$ cat src/sv/tcc_pkg.sv
// tcc_pkg: shared constants and types for the t-way combination counter
// no dependencies; used by tcc_lane and t_way_combination_counter

package tcc_pkg;

    localparam int MAX_T    = 8;
    localparam int LEVEL_W  = 16;
    localparam int SUM_W    = 64;
    localparam int STR_W    = 4;
    localparam int IDX_W    = (MAX_T > 1) ? $clog2(MAX_T) : 1;

    localparam logic [STR_W-1:0] STRENGTH_RESET = STR_W'(2);
    localparam logic [STR_W-1:0] STRENGTH_MAX   = STR_W'(MAX_T);

    typedef logic [SUM_W-1:0]   sum_t;
    typedef logic [LEVEL_W-1:0] level_t;

    // per-lane update control, common to every lane
    typedef struct packed {
        logic advance;
        logic clear;
    } lane_ctrl_t;

endpackage

$ cat src/sv/tcc_lane.sv
// tcc_lane: one running sum e_k, updated as e_k += e_(k-1) * level
// depends on tcc_pkg

module tcc_lane (
    input  logic                clk,
    input  logic                rst_n,
    input  tcc_pkg::lane_ctrl_t ctrl,
    input  tcc_pkg::sum_t       prev_sum,
    input  tcc_pkg::level_t     level,
    output tcc_pkg::sum_t       sum,
    output tcc_pkg::sum_t       sum_next
);

    tcc_pkg::sum_t sum_reg;
    tcc_pkg::sum_t prod;

    // product wraps to the sum width
    assign prod     = tcc_pkg::SUM_W'(prev_sum * tcc_pkg::SUM_W'(level));
    assign sum_next = sum_reg + prod;
    assign sum      = sum_reg;

    always_ff @(posedge clk or negedge rst_n)
    begin
        if (!rst_n)
        begin
            sum_reg <= '0;
        end
        else if (ctrl.advance)
        begin
            if (ctrl.clear)
            begin
                sum_reg <= '0;
            end
            else
            begin
                sum_reg <= sum_next;
            end
        end
    end

endmodule

$ cat config.mk
export PLATFORM = sky130hd
export DESIGN_NAME = tcc_lane
export DESIGN_NICKNAME = d
export VERILOG_FILES = /design/src/sv/tcc_pkg.sv /design/src/sv/tcc_lane.sv
export SDC_FILE = /design/constraint.sdc
export NUM_CORES = 2
export LEC_CHECK = 0
export BUFFER_PORTS_ARGS = -buffer_cell sky130_fd_sc_hd__buf_2
export CELL_PAD_IN_SITES_DETAIL_PLACEMENT = 2
export CELL_PAD_IN_SITES_GLOBAL_PLACEMENT = 2
export CORE_MARGIN = 8
export CORE_UTILIZATION = 40
export CTS_CLUSTER_DIAMETER = 60
export CTS_CLUSTER_SIZE = 16
export DETAILED_ROUTE_END_ITERATION = 8
export HOLD_SLACK_MARGIN = 0.12
export PLACE_DENSITY = 0.93
export SYNTH_ARGS = -nofsm -noshare
export SYNTH_HDL_FRONTEND = slang
export SYNTH_SLANG_ARGS = --single-unit
$ cat constraint.sdc
create_clock -name clk -period 8.25 [get_ports clk]
set_clock_uncertainty 0.1 [all_clocks]
set_input_delay 0.4125 -clock clk [delete_from_list [all_inputs] [get_ports clk]]
set_output_delay 0.4125 -clock clk [all_outputs]
set_load 0.005 [all_outputs]
Word-level counts from Yosys, hierarchy flattened
Index checks and enable logic that the tools add are counted.

storage, ports and cells
  flip-flop bits (word level) = 64
  input port bits = 84
  output and inout bits = 128
  logic and storage cells = 4

operators by class
  add/sub/neg operators = 1
  multipliers = 1
  muxes and demuxes = 1

operators by type and width
  operator                                        count
  64-bit adder                                    1
  64-bit by 16-bit multiplier with 64-bit output  1
  64-bit 2-to-1 mux                               1

Longest topological paths before layout
  depth after elaboration = 3
  mapped depth = 26
  depth with buffers taken out = 24

Worst setup path after synthesis
No wires, ideal clock.

  kind = in2out
  start point = input port level[1]
  end point = output port sum_next[58]
  data arrival time = 6.361 ns
  required time = 7.737 ns
  path slack = 1.376 ns
  cell stages on the path = 25
  buffers on the path = 3
  cell sequence = clkbuf_1 > clkbuf_1 > nand2_1 > fa_1 > inv_1 > fa_1 > inv_1 > fa_1 > inv_1 > fa_1 > fa_1 > inv_1 > fa_1 > inv_1 > ha_1 > buf_4 > and4_4 > nand4_4 > or3_4 > a2111oi_4 > o41ai_2 > o21ai_2 > a211oi_2 > o21ai_2 > xor2_1

between the ends
  cells in the longest elaborated chain, start to end = 2

ends and longest elaborated chain
  what                                            line            RTL
  from (decl)                                     tcc_lane.sv:9   input tcc_pkg::level_t level,
  64-bit by 16-bit multiplier with 64-bit output  tcc_lane.sv:18  assign prod = tcc_pkg::SUM_W'(prev_sum * tcc_pkg::SUM_W'(level));
  64-bit adder                                    tcc_lane.sv:19  assign sum_next = sum_reg + prod;
  to (decl)                                       tcc_lane.sv:11  output tcc_pkg::sum_t sum_next

Every way passes these cells.

Worst setup path in the final report
  start point = input port prev_sum[7]
  end point = output port sum_next[40]

between the ends
  cells in the longest elaborated chain, start to end = 2

ends and longest elaborated chain
  what                                            line            RTL
  from (decl)                                     tcc_lane.sv:8   input tcc_pkg::sum_t prev_sum,
  64-bit by 16-bit multiplier with 64-bit output  tcc_lane.sv:18
  64-bit adder                                    tcc_lane.sv:19

Every way passes these cells.

==> impl_metrics.json <==
{
  "cts.reportedPaths.clkPinSlew_ns": 0.07,
  "wl_met1_um": 52200,
  "cpLargestDelayFamily": "adder cells",
  "drt-wirelength-per-cell_um": 31.8,
  "clock.fmax_mhz": 121,
  "startpoint_type": "input port",
  "topRoutingLayerUsed": "met5",
  "status": "finished with violations",
  "place_ws_ns": -0.103,
  "overflow": 0,
  "syn_to_final_growth_pct": 8.60,
  "cp.required_ns": 7.74,
  "hp-class": "in2reg",
  "yosys_warnings": 0,
  "largest_reg_flops": 64,
  "crit_top_cell": "fa_1",
  "synth_edf_count": 0,
  "crit_path_end_kind": "output pin",
  "first_pass_iters": 5,
  "setup_slack_ns": -0.0127,
  "grt_first_pass_wirelength_um": 227000,
  "critPathKind": "in2out",
  "drt.antenna.violating_nets": 0,
  "cpMaxStageDelayCell": "fa_1",
  "yosysTopAreaCell": "fa_1",
  "arrival_ns": 7.75,
  "synth_area_leaders": "fa_1 (52%), inv_1 (13%), nand2_1 (8.6%), and2_1 (5.2%), dfrtp_1 (5.1%)",
  "crit_buf_inv": 4,
  "first_iter_violations": 1888,
  "ys.flop_type": "dfrtp_1",
  "whs_ns": 0.243,
  "coreArea_mm2": 0.0775,
  "yosysTopAreaCellShare_pct": 52.1,
  "synth_seq_area_share_pct": 5.12,
  "syn_nets": 4637,
  "routed_wl_um": 152000,
  "final_net_count": 4745,
  "ys_types": 63,
  "cts_tree": "done",
  "numCtsBuffers": 9,
  "syn_area_mm2": 0.0313,
  "grt_pass1_vias": 34100,
  "yosys-top-cells-count": "inv_1 (1054), fa_1 (814), nand2_1 (717)",
  "die_h_um": 296,
  "slew_headroom_pct": 39.1,
  "drv_cap": 0,
  "crit_fanout": 16,
  "tightest_slew_ns": 0.912,
  "wl_met2_um": 75700,
  "route.detailed.drc": 0,
  "report.final.slew_viol_count": 0,
  "clock_path_buffers": 2,
  "vias_per_cell": 5.67,
  "track_usage_pct": 35.7,
  "numPortBuffers": 211,
  "antenna_found_initial": 14,
  "worstPathCellList": "buf_2 > and2_1 > fa_1 > fa_1 > fa_1 > fa_1 > fa_1 > inv_1 > fa_1 > inv_1 > ha_1 > o21ai_1 > a21oi_1 > o2111ai_1 > a22o_1 > a21boi_2 > a31oi_1 > o41ai_2 > a221oi_1 > xnor2_1 > buf_2",
  "hold_viol": 0,
  "cts.sinks": 64,
  "violations": "negative setup slack",
  "ios": 212,
  "layout-drive-gt1-share_pct": 8.45,
  "die-width_um": 296,
  "die_area_mm2": 0.0873,
  "clk_latency_ns": 0.43,
  "dpl.hpwl_um": 123000,
  "row_count": 102,
  "min_period_over_period_pct": 100,
  "place.gp.congestion": 0.898,
  "grt_max_degree": 62,
  "syn_avg_cell_area_um2": 8.59,
  "routed-wl-met3_um": 11100,
  "rsz0062_at_grt": "no",
  "ys_ff_latch": 64,
  "initial_utilization_pct": 40.3,
  "dr_total_vias": 27200,
  "setup_viol": 1,
  "synthCells": 3639,
  "synthArstFlopShare_pct": 100,
  "fin_crit_ns": 8.26,
  "yosysMostFrequentCell": "inv_1",
  "ctsRootBufferMaster": "clkbuf_16",
  "h-tree-depth": 3,
  "slowest_delay_ns": 0.56
}
worst reg2reg max path, delay by kind of cell (launching register included):
family	cells	cell delay, ns
DFF	1	0.45
buffers and inverters	4	0.52
adders and majority gates	5	2.57
AOI/OAI and AO/OA	9	2.19
xor gates and xnor gates	1	0.52
stage by stage:
| step | setup TNS, ns | instance area, um^2 | instances | util, % |
|---|---|---|---|---|
| global route | 0 | 33900 | 4795 | 43.8 |
| global placement | 0 | 33500 | 4775 | 43.3 |
| CTS | 0 | 33900 | 4791 | 43.7 |
| finish | -0.0127 | 33900 | 4799 | 43.8 |
| floorplan | 0 | 31300 | 3639 | - |
| detailed placement | -0.240 | 33500 | 4775 | 43.3 |
routing by layer:
| layer | global-route usage, % | up-vias |
|---|---|---|
| li1 | - | 10500 |
| met1 | 38.6 | 14300 |
| met2 | 61.1 | 1632 |
| met3 | 7.81 | 795 |
| met4 | 27.2 | 12 |
| met5 | 0 | - |
area by class of cell:
class	instances	area, um^2
fill	8582	43500
multi-input combinational	2340	25000
inverter	1055	3960
timing repair buffer	277	1670
sequential	64	1600
tap	1040	1300
clock buffer	13	280
clock inverter	2	60.1
antenna	8	20.0
kinds of logic (layout without fill, tap and decap cells):
group                      after synthesis  in the layout  synth area share, %
other                                    0              8                    0
and+or+nand+nor                       1064           1064                 15.4
AOI/OAI and AO/OA                      273            273                 6.01
buffers and inverters                 1235           1347                 14.9
xor gates and xnor gates                89             89                 2.49
adders and majority gates              914            914                 56.1
DFF                                     64             64                 5.12
worst paths after layout:
path / end / start / depth (start not counted) / slack (ns)
max in group asynchronous: sum[36] / rst_n / 3 / 6.67
min reg2reg: sum[53] / sum[53] / 1 / 0.43
min: sum[2] / ctrl[0] / 2 / 0.24
min in group asynchronous: sum[6] / rst_n / 2 / 0.39
max reg2reg: sum[40] / sum[10] / 19 / 1.81
max: sum_next[40] / prev_sum[7] / 21 / -0.01
placed cells by master, fill, tap and decap left out, types with 8 or more instances in the layout:
| master | count |
|---|---|
| nor2_1 | 32 |
| dfrtp_1 | 64 |
| buf_4 | 61 |
| a31oi_1 | 8 |
| nand2_1 | 716 |
| clkbuf_16 | 9 |
| a21o_1 | 31 |
| xor2_1 | 23 |
| o21ai_1 | 19 |
| buf_2 | 202 |
| inv_1 | 1054 |
| fa_1 | 813 |
| diode_2 | 8 |
| a21oi_1 | 67 |
| nand3_1 | 10 |
| o21ai_0 | 41 |
| o21bai_1 | 17 |
| xnor2_1 | 66 |
| and2_1 | 258 |
| nand4_1 | 12 |
| ha_1 | 100 |
| a22o_1 | 40 |
timing repair:
action | 4_1_cts | 5_1_grt
hold buffers | 1 | 0
resized for setup | 2 | 16
pin swaps | 0 | 1
hold endpoints to repair | 28 | 0
setup endpoints to repair | 5 | 16
buffers inserted | 0 | 0
Power is left out: the tool's default activity adds up to more than one toggle a clock period on the data nets, which glitch-free logic cannot reach.
